--- config.mk ---
export PLATFORM = sky130hd
export DESIGN_NAME = saog_div_cell
export DESIGN_NICKNAME = d
export VERILOG_FILES = /design/src/design/strided_array_offset_generator_core_macros.svh /design/src/design/saog_pkg.sv /design/src/design/saog_div_cell.sv
export SDC_FILE = /design/constraint.sdc
export NUM_CORES = 1
export LEC_CHECK = 0
export ABC_AREA = 1
export BUFFER_PORTS_ARGS = -buffer_cell sky130_fd_sc_hd__clkbuf_2
export CAP_MARGIN = 10
export CORE_ASPECT_RATIO = 0.9
export CORE_MARGIN = 8
export CORE_UTILIZATION = 35
export CTS_CLUSTER_DIAMETER = 30
export DETAILED_ROUTE_END_ITERATION = 12
export PLACE_DENSITY_LB_ADDON = 0.3
export SYNTH_ARGS = -nofsm -noshare
export SYNTH_HDL_FRONTEND = slang
export SYNTH_SLANG_ARGS = --single-unit
--- constraint.sdc ---
create_clock -name clk_i -period 0.8 [get_ports clk_i]
set_input_delay 0.04 -clock clk_i [delete_from_list [all_inputs] [get_ports clk_i]]
set_output_delay 0.04 -clock clk_i [all_outputs]
set_load 0.02 [all_outputs]
--- src/design/strided_array_offset_generator_core_macros.svh ---
// Assertion macros for the strided array offset generator.
`ifndef STRIDED_ARRAY_OFFSET_GENERATOR_CORE_MACROS_SVH
`define STRIDED_ARRAY_OFFSET_GENERATOR_CORE_MACROS_SVH
`ifndef SYNTHESIS
`define SAOG_ASSERT_IMPL(lbl, ante, cons) \
  lbl: assert property (@(posedge clk_i) disable iff (!rst_ni) (ante) |-> (cons)) \
    else $error("assertion failed");
`define SAOG_ASSERT_DELAY(lbl, ante, dly, cons) \
  lbl: assert property (@(posedge clk_i) disable iff (!rst_ni) (ante) |-> ##dly (cons)) \
    else $error("assertion failed");
`else
`define SAOG_ASSERT_IMPL(lbl, ante, cons)
`define SAOG_ASSERT_DELAY(lbl, ante, dly, cons)
`endif
`endif

--- src/design/saog_pkg.sv ---
// Shared types and constants of the strided array offset generator.
package saog_pkg;

  localparam int FLAT_W  = 64;
  localparam int PACK_W  = 64;
  localparam int IDX_W   = 16;
  localparam int NUM_IDX = 4;
  localparam int OFS_W   = 34;
  localparam int NUM_W   = 4;

  typedef enum logic [1:0] {
    REG_WALK_ORDER = 2'd0,
    REG_RANK       = 2'd1,
    REG_EXTENTS    = 2'd2,
    REG_STRIDES    = 2'd3
  } cfg_reg_e;

  typedef enum logic {
    OP_FLAT  = 1'b0,
    OP_MULTI = 1'b1
  } op_e;

  typedef struct packed {
    logic valid;
    op_e  op;
    logic status;
  } ctl_t;

endpackage

--- src/design/saog_div_cell.sv ---
// One restoring division step: on flat items shifts one dividend bit in, one quotient bit out; explicit ones pass.
module saog_div_cell #(
  parameter int EXT_W = 16
) (
  input  logic                      clk_i,
  input  logic                      rst_ni,
  input  saog_pkg::ctl_t            ctl_i,
  input  logic [saog_pkg::OFS_W-1:0]  ofs_i,
  input  logic [EXT_W-1:0]          rem_i,
  input  logic [saog_pkg::FLAT_W-1:0] qd_i,
  input  logic [EXT_W-1:0]          ext_i,
  output saog_pkg::ctl_t            ctl_o,
  output logic [saog_pkg::OFS_W-1:0]  ofs_o,
  output logic [EXT_W-1:0]          rem_o,
  output logic [saog_pkg::FLAT_W-1:0] qd_o
);

  saog_pkg::ctl_t                ctl_q;
  logic [saog_pkg::OFS_W-1:0]    ofs_q;
  logic [EXT_W-1:0]              rem_q, rem_d;
  logic [saog_pkg::FLAT_W-1:0]   qd_q, qd_d;
  logic [EXT_W:0]                r_ext, r_sub;
  logic                          ge;

  always_comb begin
    r_ext = {rem_i, qd_i[saog_pkg::FLAT_W-1]};
    ge    = r_ext >= {1'b0, ext_i};
    r_sub = r_ext - {1'b0, ext_i};
    if (ctl_i.op == saog_pkg::OP_FLAT) begin
      rem_d = ge ? r_sub[EXT_W-1:0] : r_ext[EXT_W-1:0];
      qd_d  = {qd_i[saog_pkg::FLAT_W-2:0], ge};
    end else begin
      rem_d = rem_i;
      qd_d  = qd_i;
    end
  end

  always_ff @(posedge clk_i or negedge rst_ni) begin
    if (!rst_ni) begin
      ctl_q <= '0;
    end else begin
      ctl_q <= ctl_i;
    end
  end

  always_ff @(posedge clk_i) begin
    ofs_q <= ofs_i;
    rem_q <= rem_d;
    qd_q  <= qd_d;
  end

  assign ctl_o = ctl_q;
  assign ofs_o = ofs_q;
  assign rem_o = rem_q;
  assign qd_o  = qd_q;

endmodule

; Yosys cells after proc, flatten, opt, wreduce, memory -nomap -nowiden
; Index checks and enable logic that the tools add are counted.
; Widths: inputs -> output; s select.
[word_totals]
regBits = 117
latchBits = 0
ramBits = 0
rom_bits = 0
out_inout_bits = 117
word_cells = 11
memories = 0
[op_classes]
addsub = 1
multipliers = 0
n_div = 0
order_cmp = 1
n_eq_ne = 0
shift = 0
n_mux = 3
bitwise_logic = 0
reduce_logical = 0
[op_table]
columns = op, n
row1 = $mux 64, 1
row2 = $mux 16, 2
row3 = $ge 17x16->1, 1
row4 = $sub 16x16->16, 1

; Longest topological paths before layout
[depth]
ltp_word = 3
ltp_mapped = 14

; Least setup slack after synthesis
; Ideal clock, no wire load.
[synth_timing]
path_type = input port to flip-flop
from = input ext_i[14]
to = register rem_q[8] (netlist: rem_o[8])
setup_time_ns = 0.116
t_arrival_ns = 1.331
t_required_ns = 0.684
slack_ns = -0.647
cell_stages = 11
cell_sequence = inv_1 ha_1 a21oi_1 nor2_1 nor2_2 nand2_2 nor2_8 nand2_8 buf_12 nor3_2 nor2_1
[synth_between]
elab_chain_len = 3
[synth_rtl]
columns = item, line_no
row1 = "start, declared", saog_div_cell.sv:11  ; input logic [EXT_W-1:0] ext_i,
row2 = $ge 17x16->1, saog_div_cell.sv:27  ; ge = r_ext >= {1'b0, ext_i};
row3 = $mux 16, saog_div_cell.sv:30  ; rem_d = ge ? r_sub[EXT_W-1:0] : r_ext[EXT_W-1:0];
row4 = $mux 16, saog_div_cell.sv:29  ; if (ctl_i.op == saog_pkg::OP_FLAT) begin
row5 = net rem_d[8], saog_div_cell.sv:20  ; logic [EXT_W-1:0] rem_q, rem_d;
row6 = "end signal, assigned", saog_div_cell.sv:48  ; rem_q <= rem_d;
row7 = "end, declared", saog_div_cell.sv:20
; The timed path passes the listed nets, and every way through them passes these cells.

; Worst setup path in the final report
[layout_timing]
from = input ext_i[14]
to = register rem_q[3] (netlist: rem_o[3])
; The elaborated chain is that of the path after synthesis.

==> metrics.md <==
| Metric | Value |
|---|---|
| CP required | between 1 and 1.5 ns |
| CTS buffer count | 17 |
| Final Wtd Congestion | 0.840 |
| Max VDD drop | 1.35 mV |
| Fraction of layout cells with a size suffix above 1 | between 50 and 60% |
| Yosys warns | 0 |
| Area Growth Syn to Fin | 113% |
| Period utilisation layout | 145% |
| Worst Hold Launch | rem_i[7] |
| Leakage power | 0.00514 µW |
| Post-synthesis instance total | 629 |
| Synthesized cell area | 4830 µm² |
| Grt total ovfl | 0 |
| Max-slew violations | 0 |
| Number of flops mapped to enable cells by yosys | 0 |
| Unrepaired setup endpoints after global routing | yes |
| Hold Slack | 0.0200 ns |
| Normalized max-slew margin | 79.1% |
| Register bit total from synthesis | 117 |
| Top fanout value on the critical path | 8 |
| Most used cell, CP | nand3_1 |
| Die H | about 130 µm |
| Syn Nets | 781 |
| H-Tree Depth | 4 |
| Ys async rst share | 2.56% |
| Largest net degree at the start of global routing | 32 |
| WHS Path Cells | 4 |
| Post-synth cell types | 36 |
| CP arrival | approximately 1.5 ns |
| Crit path kind | in2reg |
| Critical path, cell by cell | clkbuf_16 -> inv_12 -> ha_4 -> a21oi_2 -> nor2_1 -> nor2_2 -> nand2_4 -> nor2_8 -> buf_6 -> nand3_1 -> nand3_1 -> o21ai_1 |
| Vias in the first global route | 6292 |
| Status | finished with violations |
| Max-cap violations | 0 |
| Register area share after synthesis | a little under 50% |
| Std cell rows | 40 |
| Startpoint types | input port |
| # setup viols final | 134 |
| Crit end category | flip-flop |
| Primary FF master, synth | dfxtp_1 |
| Final hold violations | 0 |
| Hold crit path type | in2reg |
| Die area | 17800 µm² |
| Worst path slowest cell | nor2_8 |
| First-pass iteration count of the detailed router | 5 |
| Detailed Route Iter0 Violations | 479 |
| Initial antenna violation count | 5 |
| CP max stage delay | 0.22 ns |
| First-pass GRT wire length | around 35000 µm |
| Tot GR Track Use | 25.4% |
| DP Worst Slack | -0.879 ns |
| ANT nets after route | 0 |
| HPWL after detailed placement | 13400 µm |
| Failing checks | negative setup slack |
| CTS tree | done |
| Post-synth top area share | 47.2% |
| Crit path time final | 1.16 ns |
| Commonest cells in the netlist | 280 x nand2_1, 114 x dfxtp_1, 65 x inv_1 |
| DR WL/cell | 20.2 µm |
| Yosys top cell by area | dfxtp_1 |
| CTS clk-pin slew, worst paths | around 0.060 ns |
| Setup total negative slack | -17.27 ns |
| WHS Endpoint | rem_o[7] |
| Via Count | 5971 |
| Top Ports | 252 |
| Tightest Pin Transition | 0.313 ns |
| Top-count cell post-synth | nand2_1 |
| Avg Inst Size Synth | slightly below 8 µm² |
| # DRC | 0 |
| Largest cells by area after synthesis | dfxtp_1 47%, nand2_1 22%, inv_1 5.0%, ha_1 4.1%, nand3_2 3.7% |
| PwrDens | 1940 nW/µm² |
| Nets | 1204 |
| Core Area | between 10000 and 15000 µm² |
| Clock buffer depth | 2 |
| Initial core utilization | between 30% and 40% |
| WL final | 25000 µm |
| Die Width | ~140 µm |
| IO Port Bufs | ~250 |
| Clk root buf | clkbuf_16 |
| CTS sink cnt | 117 |
| Via-per-instance ratio | 4.83 |
| PnR worst setup slack | -0.361 ns |
| Max Freq | 0.861 GHz |
per-stage QoR:
stage / instance area, µm² / total power (µW) / utilization, % / cells
6_report: 10300 / 19900 / 76.6 / 1237
5_1_grt: 10300 / 20700 / 76.6 / 1237
4_1_cts: 9880 / 19100 / 73.6 / 1225
3_5_place_dp: 6950 / 10200 / 51.8 / 1079
3_3_place_gp: 6950 / 10100 / 51.8 / 1079
2_1_floorplan: 5150 / 8660 / - / 629
worst max-delay path: cells and delay by family:
kind,cells,cell delay [ns]
and+or+nand+nor,6,0.65
adders and majority gates,1,0.20
buffers and inverters,3,0.35
AOI/OAI and AO/OA,2,0.20
sequential cells by signal (all words and copies together) (netlist names):
register,cells
ofs_o,34
rem_o,16
ctl_o,3
qd_o,64
power breakdown:
| group | leakage (µW) | internal [µW] | switching [µW] |
|---|---|---|---|
| Combinational | 0.00385 | 2810 | 2590 |
| Clock | 0.000288 | 4670 | 3070 |
| Sequential | 0.00100 | 6400 | 362 |
| Total | 0.00514 | 13900 | 6020 |
cell type report:
cell class	count	area, µm²
multi-input combinational	424	2520
inverter	70	323
tap	168	210
clock buffer	17	425
antenna	4	10.0
fill	832	3130
timing repair buffer	422	4120
clock inverter	15	169
sequential	117	2500
layout by cell type (no fill, tap or decap), drive strengths merged:
master and n:
a21oi 8, and2 1, buf 182, bufinv 2, clkbuf 145, clkinv 6, clkinvlp 2, dfrtp 3
dfxtp 114, diode 4, dlygate4sd3 112, fa 1, ha 16, inv 75, nand2 296, nand3 45
nand3b 8, nand4 4, nor2 21, nor3 4, o21ai 12, or2 2, xnor2 5, xor2 1
worst max path at each step:
| stage | endpoint | cells past startpoint | startpoint | slack (ns) |
|---|---|---|---|---|
| final | rem_o[3] | 12 | ext_i[14] | -0.36 |
| after global routing | rem_o[3] | 12 | ext_i[14] | -0.45 |
| after CTS | rem_o[1] | 12 | ext_i[14] | -0.34 |
| after detailed placement | rem_o[14] | 15 | qd_i[63] | -0.88 |
| after global placement | rem_o[14] | 15 | qd_i[63] | -0.87 |
| after floorplan | rem_o[14] | 14 | qd_i[63] | -0.58 |
cells by family after synthesis:
logic type,share of synthesized area [%]
AOI/OAI and AO/OA,2.07
xor gates and xnor gates,1.09
adders and majority gates,4.56
buffers and inverters,7.74
DFF,48.8
and+or+nand+nor,35.8
what timing repair did:
action / CTS / global route
gates cloned: 1 / 1
pin swaps: 14 / 39
gates resized for setup: 342 / 180
setup endpoints to repair: 134 / 134
hold buffers: 112 / 0
buffers inserted: 1 / 7
endpoints found under the hold margin: 114 / 0
metal layers:
metal  part of all wire (%)  GRT usage (%)  up-vias
met1                     35           25.1     2743
li1                       -              -     2779
met2                     51           46.1      339
met3                    6.8           7.52      108
met4                    6.2           16.1        2
met5                  0.056              0        -
Note: power is estimated with default switching activity, not from simulation.
