**config.mk**
```make
export PLATFORM = sky130hd
export DESIGN_NAME = saog_dim_cell
export DESIGN_NICKNAME = d
export VERILOG_FILES = /design/src/design/strided_array_offset_generator_core_macros.svh /design/src/design/saog_pkg.sv /design/src/design/saog_dim_cell.sv
export SDC_FILE = /design/constraint.sdc
export NUM_CORES = 1
export LEC_CHECK = 0
export BUFFER_PORTS_ARGS = -buffer_cell sky130_fd_sc_hd__buf_4
export CELL_PAD_IN_SITES_DETAIL_PLACEMENT = 0
export CELL_PAD_IN_SITES_GLOBAL_PLACEMENT = 1
export CORE_AREA = 2 2 270 139
export DETAILED_ROUTE_END_ITERATION = 10
export DIE_AREA = 0 0 272 141
export PLACE_DENSITY = 0.75
export SYNTH_ARGS = -nofsm -noshare
export SYNTH_HDL_FRONTEND = slang
export SYNTH_SLANG_ARGS = --single-unit
```
**constraint.sdc**
```tcl
create_clock -name clk_i -period 0.8 [get_ports clk_i]
set_clock_uncertainty 0.2 [all_clocks]
set_input_delay 0.08 -clock clk_i [delete_from_list [all_inputs] [get_ports clk_i]]
set_output_delay 0.08 -clock clk_i [all_outputs]
set_load 0.05 [all_outputs]
```
**src/design/strided_array_offset_generator_core_macros.svh**
```systemverilog
// Assertion macros for the strided array offset generator.
`ifndef STRIDED_ARRAY_OFFSET_GENERATOR_CORE_MACROS_SVH
`define STRIDED_ARRAY_OFFSET_GENERATOR_CORE_MACROS_SVH
`ifndef SYNTHESIS
`define SAOG_ASSERT_IMPL(lbl, ante, cons) \
  lbl: assert property (@(posedge clk_i) disable iff (!rst_ni) (ante) |-> (cons)) \
    else $error("assertion failed");
`define SAOG_ASSERT_DELAY(lbl, ante, dly, cons) \
  lbl: assert property (@(posedge clk_i) disable iff (!rst_ni) (ante) |-> ##dly (cons)) \
    else $error("assertion failed");
`else
`define SAOG_ASSERT_IMPL(lbl, ante, cons)
`define SAOG_ASSERT_DELAY(lbl, ante, dly, cons)
`endif
`endif

```
**src/design/saog_pkg.sv**
```systemverilog
// Shared types and constants of the strided array offset generator.
package saog_pkg;

  localparam int FLAT_W  = 64;
  localparam int PACK_W  = 64;
  localparam int IDX_W   = 16;
  localparam int NUM_IDX = 4;
  localparam int OFS_W   = 34;
  localparam int NUM_W   = 4;

  typedef enum logic [1:0] {
    REG_WALK_ORDER = 2'd0,
    REG_RANK       = 2'd1,
    REG_EXTENTS    = 2'd2,
    REG_STRIDES    = 2'd3
  } cfg_reg_e;

  typedef enum logic {
    OP_FLAT  = 1'b0,
    OP_MULTI = 1'b1
  } op_e;

  typedef struct packed {
    logic valid;
    op_e  op;
    logic status;
  } ctl_t;

endpackage

```
**src/design/saog_dim_cell.sv**
```systemverilog
// Per-dimension finish: picks the index, checks bounds of explicit indices, adds index times stride.
module saog_dim_cell #(
  parameter int EXT_W = 16,
  parameter int DIM   = 0
) (
  input  logic                      clk_i,
  input  logic                      rst_ni,
  input  saog_pkg::ctl_t            ctl_i,
  input  logic [saog_pkg::OFS_W-1:0]  ofs_i,
  input  logic [EXT_W-1:0]          rem_i,
  input  logic [saog_pkg::FLAT_W-1:0] qd_i,
  input  logic                      active_i,
  input  logic [EXT_W-1:0]          ext_i,
  input  logic [EXT_W-1:0]          stride_i,
  input  logic [EXT_W-1:0]          ext_dim_i,
  input  logic [EXT_W-1:0]          stride_dim_i,
  output saog_pkg::ctl_t            ctl_o,
  output logic [saog_pkg::OFS_W-1:0]  ofs_o,
  output logic [EXT_W-1:0]          rem_o,
  output logic [saog_pkg::FLAT_W-1:0] qd_o
);

  localparam int IW = (EXT_W > saog_pkg::IDX_W) ? EXT_W : saog_pkg::IDX_W;
  localparam int PW = IW + EXT_W;
  localparam int SW = (PW > saog_pkg::OFS_W) ? PW : saog_pkg::OFS_W;

  saog_pkg::ctl_t                ctl_q, ctl_d;
  logic [saog_pkg::OFS_W-1:0]    ofs_q, ofs_d;
  logic [saog_pkg::FLAT_W-1:0]   qd_q, qd_d;
  logic [IW-1:0]                 idx_multi, idx_sel, ext_w;
  logic [EXT_W-1:0]              str_sel;
  logic [SW-1:0]                 prod;
  logic                          ext_zero, add_en;

  if (DIM < saog_pkg::NUM_IDX) begin : g_idx
    assign idx_multi = IW'(qd_i[DIM*saog_pkg::IDX_W +: saog_pkg::IDX_W]);
  end else begin : g_noidx
    assign idx_multi = '0;
  end

  // flat transfers walk dimensions in configured order; explicit ones use dimension DIM
  always_comb begin
    ext_w    = IW'(ext_dim_i);
    ext_zero = (ext_i == '0);
    ctl_d    = ctl_i;
    qd_d     = qd_i;
    add_en   = 1'b0;
    idx_sel  = '0;
    str_sel  = stride_i;
    if (ctl_i.op == saog_pkg::OP_FLAT) begin
      idx_sel = ext_zero ? '0 : IW'(rem_i);
      if (active_i) begin
        add_en = 1'b1;
        if (ext_zero) qd_d = '0;
      end
    end else begin
      idx_sel = idx_multi;
      str_sel = stride_dim_i;
      if (active_i && !ctl_i.status) begin
        if (idx_multi >= ext_w) begin
          ctl_d.status = 1'b1;
        end else begin
          add_en = 1'b1;
        end
      end
    end
    prod  = SW'(idx_sel) * SW'(str_sel);
    ofs_d = add_en ? ofs_i + prod[saog_pkg::OFS_W-1:0] : ofs_i;
  end

  always_ff @(posedge clk_i or negedge rst_ni) begin
    if (!rst_ni) begin
      ctl_q <= '0;
    end else begin
      ctl_q <= ctl_d;
    end
  end

  always_ff @(posedge clk_i) begin
    ofs_q <= ofs_d;
    qd_q  <= qd_d;
  end

  assign ctl_o = ctl_q;
  assign ofs_o = ofs_q;
  assign rem_o = '0;
  assign qd_o  = qd_q;

endmodule

```
### Yosys cells after proc, flatten, opt, wreduce, memory -nomap -nowiden

Index checks and enable logic that the tools add are counted.

| operators by class | value |
|---|---|
| muxes and demuxes | 14 |
| reduce and logical (&&, ||, !) cells | 3 |
| add/sub/neg operators | 1 |
| $mul | 1 |
| magnitude comparators | 1 |

Operator list:

| kind | count |
|---|---|
| $mux 64 | 3 |
| $mux 16 | 3 |
| $add 34x32->34 | 1 |
| $mux 34 | 1 |
| $mul 16x16->32 | 1 |
| $ge 16x16->1 | 1 |
| $logic_not 16->1 | 1 |
| $mux 1 | 7 |
| $logic_and 1x1->1 | 1 |
| $logic_not 1->1 | 1 |

| storage, ports and cells | value |
|---|---|
| bits in registers | 101 |
| logic and storage cells | 25 |

### Depth between registers and ports, before layout

| logic depth | value |
|---|---|
| depth in word-level cells | 6 |
| depth in mapped cells | 29 |
| gate-level depth less buffers | 26 |

### Least setup slack after synthesis

Ideal clock, no wire load.

| path | value |
|---|---|
| kind | input port to flip-flop |
| start point | in ctl_i[1] (netlist bit) |
| end point | reg ofs_q, in the netlist ofs_o[33] |
| buffers on the path | 4 |
| path slack | -6.236 ns |
| library setup time | 0.072 ns |
| cell stages on the path | 24 |
| arrival | 6.764 ns |
| path through | clkbuf_1 > buf_1 > clkbuf_1 > mux2i_1 > nor2_1 > fa_1 > inv_1 > fa_1 > inv_1 > fa_1 > fa_1 > inv_1 > fa_1 > fa_1 > inv_1 > ha_1 > buf_2 > nand2_1 > o21ai_0 > nor3b_1 > a211o_1 > or4_4 > a31oi_4 > xor2_1 |

| on the way | value |
|---|---|
| longest elaborated chain between the ends | 4 |

Ends and longest elaborated chain:

| element | RTL line | RTL |
|---|---|---|
| from (decl) | saog_dim_cell.sv:8 | `input saog_pkg::ctl_t ctl_i,` |
| $mux 16 | saog_dim_cell.sv:50 | `if (ctl_i.op == saog_pkg::OP_FLAT) begin` |
| $mul 16x16->32 | saog_dim_cell.sv:67 | `prod = SW'(idx_sel) * SW'(str_sel);` |
| $add 34x32->34 | saog_dim_cell.sv:68 | `ofs_d = add_en ? ofs_i + prod[saog_pkg::OFS_W-1:0] : ofs_i;` |
| $mux 34 * | saog_dim_cell.sv:68 |  |
| via ofs_d (one bit) | saog_dim_cell.sv:28 | `logic [saog_pkg::OFS_W-1:0] ofs_q, ofs_d;` |
| to (signal assigned) | saog_dim_cell.sv:80 | `ofs_q <= ofs_d;` |
| to (decl) | saog_dim_cell.sv:28 |  |

Mark *: on every way through the listed nets, which the timed path passes. The rest lies on a longest branch.

### Worst setup path after layout

| path | value |
|---|---|
| start point | in ext_i[0] |
| end point | reg ofs_q, in the netlist ofs_o[33] |

| on the way | value |
|---|---|
| longest elaborated chain between the ends | 6 |

Ends and longest elaborated chain:

| element | RTL line | RTL |
|---|---|---|
| from (decl) | saog_dim_cell.sv:13 | `input logic [EXT_W-1:0] ext_i,` |
| $logic_not 16->1 | saog_dim_cell.sv:44 | `ext_zero = (ext_i == '0);` |
| $mux 16 | saog_dim_cell.sv:51 | `idx_sel = ext_zero ? '0 : IW'(rem_i);` |
| $mux 16 | saog_dim_cell.sv:50 |  |
| $mul 16x16->32 | saog_dim_cell.sv:67 |  |
| $add 34x32->34 | saog_dim_cell.sv:68 |  |
| $mux 34 | saog_dim_cell.sv:68 |  |
| via ofs_d (one bit) | saog_dim_cell.sv:28 |  |

The timed path passes the listed nets, and every way through them passes these cells.

==> out/summary.md <==
Clock buffer count from CTS: 9. Fraction of post-synthesis cell area in the top cell type by area: 0.335. The run finished, with violations left.

The worst hold path passes through 2 cells. The transition time at the pin with the least slew margin is 0.619 ns. The post-synthesis mux area share was 0.0269.

Leaving out fill and tap cells, the most frequent cell in the layout is sky130_fd_sc_hd__buf_4. Path type of the worst min-delay path: primary input to flip-flop. Arrival time of data at the critical path endpoint: 6.54 ns.

TritonCTS built the clock tree. The logs give 0.151 for the sequential cell area fraction in the yosys report and 156 MHz for the fmax. The fraction of registers with async set/reset came out at 0.0297. Setup repair after global routing could not meet its margin everywhere.

The detailed placer's ending HPWL was 41300 um; the parity-gate share of the synthesized area counting xor and xnor cells was 0.0182. Data on the critical path is required at its endpoint by 0.94 ns. Entering global routing, the biggest net connects 34 pins.

Dividing the detail-routed via count by the number of cells gives 4.84. First-pass GRT wire length: 73000 um. The routability congestion estimate was 0.946; the share of post-route cells with drive strength above 1 was 0.439. In the detailed route, the total length drawn on met2 is 22600 um. The count of final hold-check violations is 40, and the routed metal-1 wire length is 23500 um. After synthesis, the mean cell area works out to 8.71 um^2.

Aggregate global-route resource usage: 0.252. Among all flip-flop cells after synthesis, the most frequent one is sky130_fd_sc_hd__dfxtp_1. For this run, the number of standard cells in the final layout without fillers is 2681.

The die outline area was 38400 um^2. The maximum fanout along the worst path is 12. The adder-cell area share of the yosys netlist is 0.449. For the total congestion overflow, the log shows 0. The tools report the number of max-cap violations as 0. After detailed routing, the total wire length is 51300 um. Once placement finished, the instance area stood at 18800 um^2. The starting density of the core is 0.371. Among the stages of the critical path, the cell type that occurs most often is sky130_fd_sc_hd__fa_1. The final clock period utilization by the worst path works out to 8.01.

For the worst max-slew margin expressed relative to the limit, the log shows 0.583. Timing analysis after detailed placement gives a worst setup slack of -6.67 ns. The horizontal extent of the die was 272 um; the count of flip-flops with a built-in enable after synthesis was 0. STA classifies the critical path endpoint as a flip-flop.

The number of antenna violations at the first check in global routing is 1, and the post-synthesis compound-gate area fraction is 0.0857. The region available for standard cell placement spans 36300 um^2. The length of the first detailed-routing pass in iterations came out at 5. Kind of start point of the critical path: a primary input. The number of slew-limit violations in the final report came out at 0.

The unique cell type count in the Yosys netlist is 59. The logs give 0 for the remaining routing DRC violations and 3 for the number of levels the H-tree was split into. At the end of the flow, the number of nets in the layout was 2715.

301 I/O pins were placed. CTS saw 101 sinks. The synthesized netlist occupies a cell area of 13500 um^2. The library cells used most frequently in the layout, excluding fill and tap cells, are sky130_fd_sc_hd__buf_4, sky130_fd_sc_hd__inv_1, sky130_fd_sc_hd__fa_1. Cell with the biggest individual delay on the critical path: sky130_fd_sc_hd__fa_1. The routed design could run at a clock period as short as 6.41 ns.

The routed length on met3 came out at 4450 um. By area the synthesized netlist is led by sky130_fd_sc_hd__fa_1, sky130_fd_sc_hd__dfxtp_1, sky130_fd_sc_hd__ha_1, sky130_fd_sc_hd__inv_1, sky130_fd_sc_hd__nand2_1. The run gives 13000 as the via count of the first global-routing pass.

The tools report the via count of the routed design as 13000. The number of setup violations in the final report came out at 200. After synthesis the netlist holds a flip-flop and latch count of 101. Summing all non-filler instances in the final layout gives an area of 22000 um^2.

The Yosys step of the flow raised 0 warnings. From synthesis to final layout, the design area changed by 62.9%. The minimum setup slack in the final design was -5.61 ns. Dividing the detail-routed wire length by the instance count gives 19.1 um.

The run gives 895 as the first-iteration detailed-routing DRC count. By area, the combinational part of the netlist is dominated by adder cells. The checks that failed: negative hold slack, negative setup slack. The number of placed instances, taps included, is 2553. Top layer used by detailed routing: met4. The count of antenna-violating nets left after detailed routing is 0, and the die height is 141 um. The floorplan has 50 rows.

The area fraction in and, or, nand and nor cells after synthesis was 0.145; the tightest hold margin was -0.274 ns. The tools report the master cell of the clock root buffer as sky130_fd_sc_hd__clkbuf_16. In this design, the stage delay of the slowest critical-path cell is 0.53 ns. The number of port buffers came out at 284.

The critical path is of the primary input to flip-flop type. 0 antenna diodes ended up in the layout. The number of instances in the synthesized netlist came out at 1549. The tools report the clock tree buffer depth as 2.

The cell accounting for the most synthesized area is sky130_fd_sc_hd__fa_1. Post-CTS clock slew at the launch and capture registers of the worst setup and hold paths: 0.10 ns.
## routing by layer
metal / GRT usage / up-vias
met5: 0 / -
met4: 0.0448 / 0
li1: - / 5969
met3: 0.0719 / 59
met1: 0.370 / 6484
met2: 0.370 / 453
## timing repair
item                                    4_1_cts  5_1_grt
cloned                                        0        7
hold endpoints to repair                    104       42
gates resized for setup                     141      294
hold buffers                                 63        2
pin swaps                                    33       60
endpoints found under the setup margin      200      200
buffers inserted                             15       32
## critical path: cells and delay by family
kind                       cells  cell delay, ns
AOI/OAI and AO/OA              4            1.02
and+or+nand+nor                7            1.27
buffers and inverters          8            0.78
adders and majority gates      7            3.21
xor gates and xnor gates       1            0.15
## cell usage after synthesis (15+ instances only)
library cell	n
sky130_fd_sc_hd__a21oi_1	52
sky130_fd_sc_hd__a22o_1	16
sky130_fd_sc_hd__a22oi_1	16
sky130_fd_sc_hd__buf_4	16
sky130_fd_sc_hd__clkbuf_1	42
sky130_fd_sc_hd__dfxtp_1	98
sky130_fd_sc_hd__fa_1	226
sky130_fd_sc_hd__ha_1	123
sky130_fd_sc_hd__inv_1	360
sky130_fd_sc_hd__mux2_2	15
sky130_fd_sc_hd__mux2i_1	16
sky130_fd_sc_hd__nand2_1	173
sky130_fd_sc_hd__nor2_1	140
sky130_fd_sc_hd__nor2b_1	69
sky130_fd_sc_hd__o21ai_0	40
sky130_fd_sc_hd__xnor2_1	18
## sequential cells by signal, indices dropped and copies added, names as in the netlist
register,cells
ctl_o,3
ofs_o,34
qd_o,64
## area by class of cell
cell class / instances / area [um^2]
fill: 3048 / 14400
multi-input combinational: 1037 / 11200
timing repair buffer: 673 / 6340
sequential: 101 / 2160
inverter: 360 / 1380
tap: 494 / 618
clock buffer: 9 / 225
clock inverter: 7 / 91.3
## logic make-up (layout without fill, tap and decap cells)
group,after synthesis,count (layout)
buffers and inverters,426,1049
xor gates and xnor gates,28,28
AOI/OAI and AO/OA,173,173
and+or+nand+nor,437,437
adders and majority gates,349,349
other,1,16
DFF,101,101
muxes,34,34
## metrics by stage
step           setup TNS (ns)   util
6_report              -226.68  0.605
3_5_place_dp          -239.66  0.517
5_1_grt               -238.80  0.605
4_1_cts               -224.22  0.562
3_3_place_gp          -231.38  0.517
2_1_floorplan         -188.57      -
## worst paths after layout
path	endpoint	slack [ns]	start
min in group asynchronous	ctl_o[1]$_DFF_PN0_	-0.15	rst_ni
setup / recovery	ofs_o[33]$_DFF_P_	-5.61	ext_i[0]
max in group asynchronous	ctl_o[2]$_DFF_PN0_	0.43	rst_ni
hold / removal	ofs_o[8]$_DFF_P_	-0.27	ofs_i[8]
Power is not shown: default switching activity piles up to over one toggle a cycle in this logic, so the estimate is an artifact.
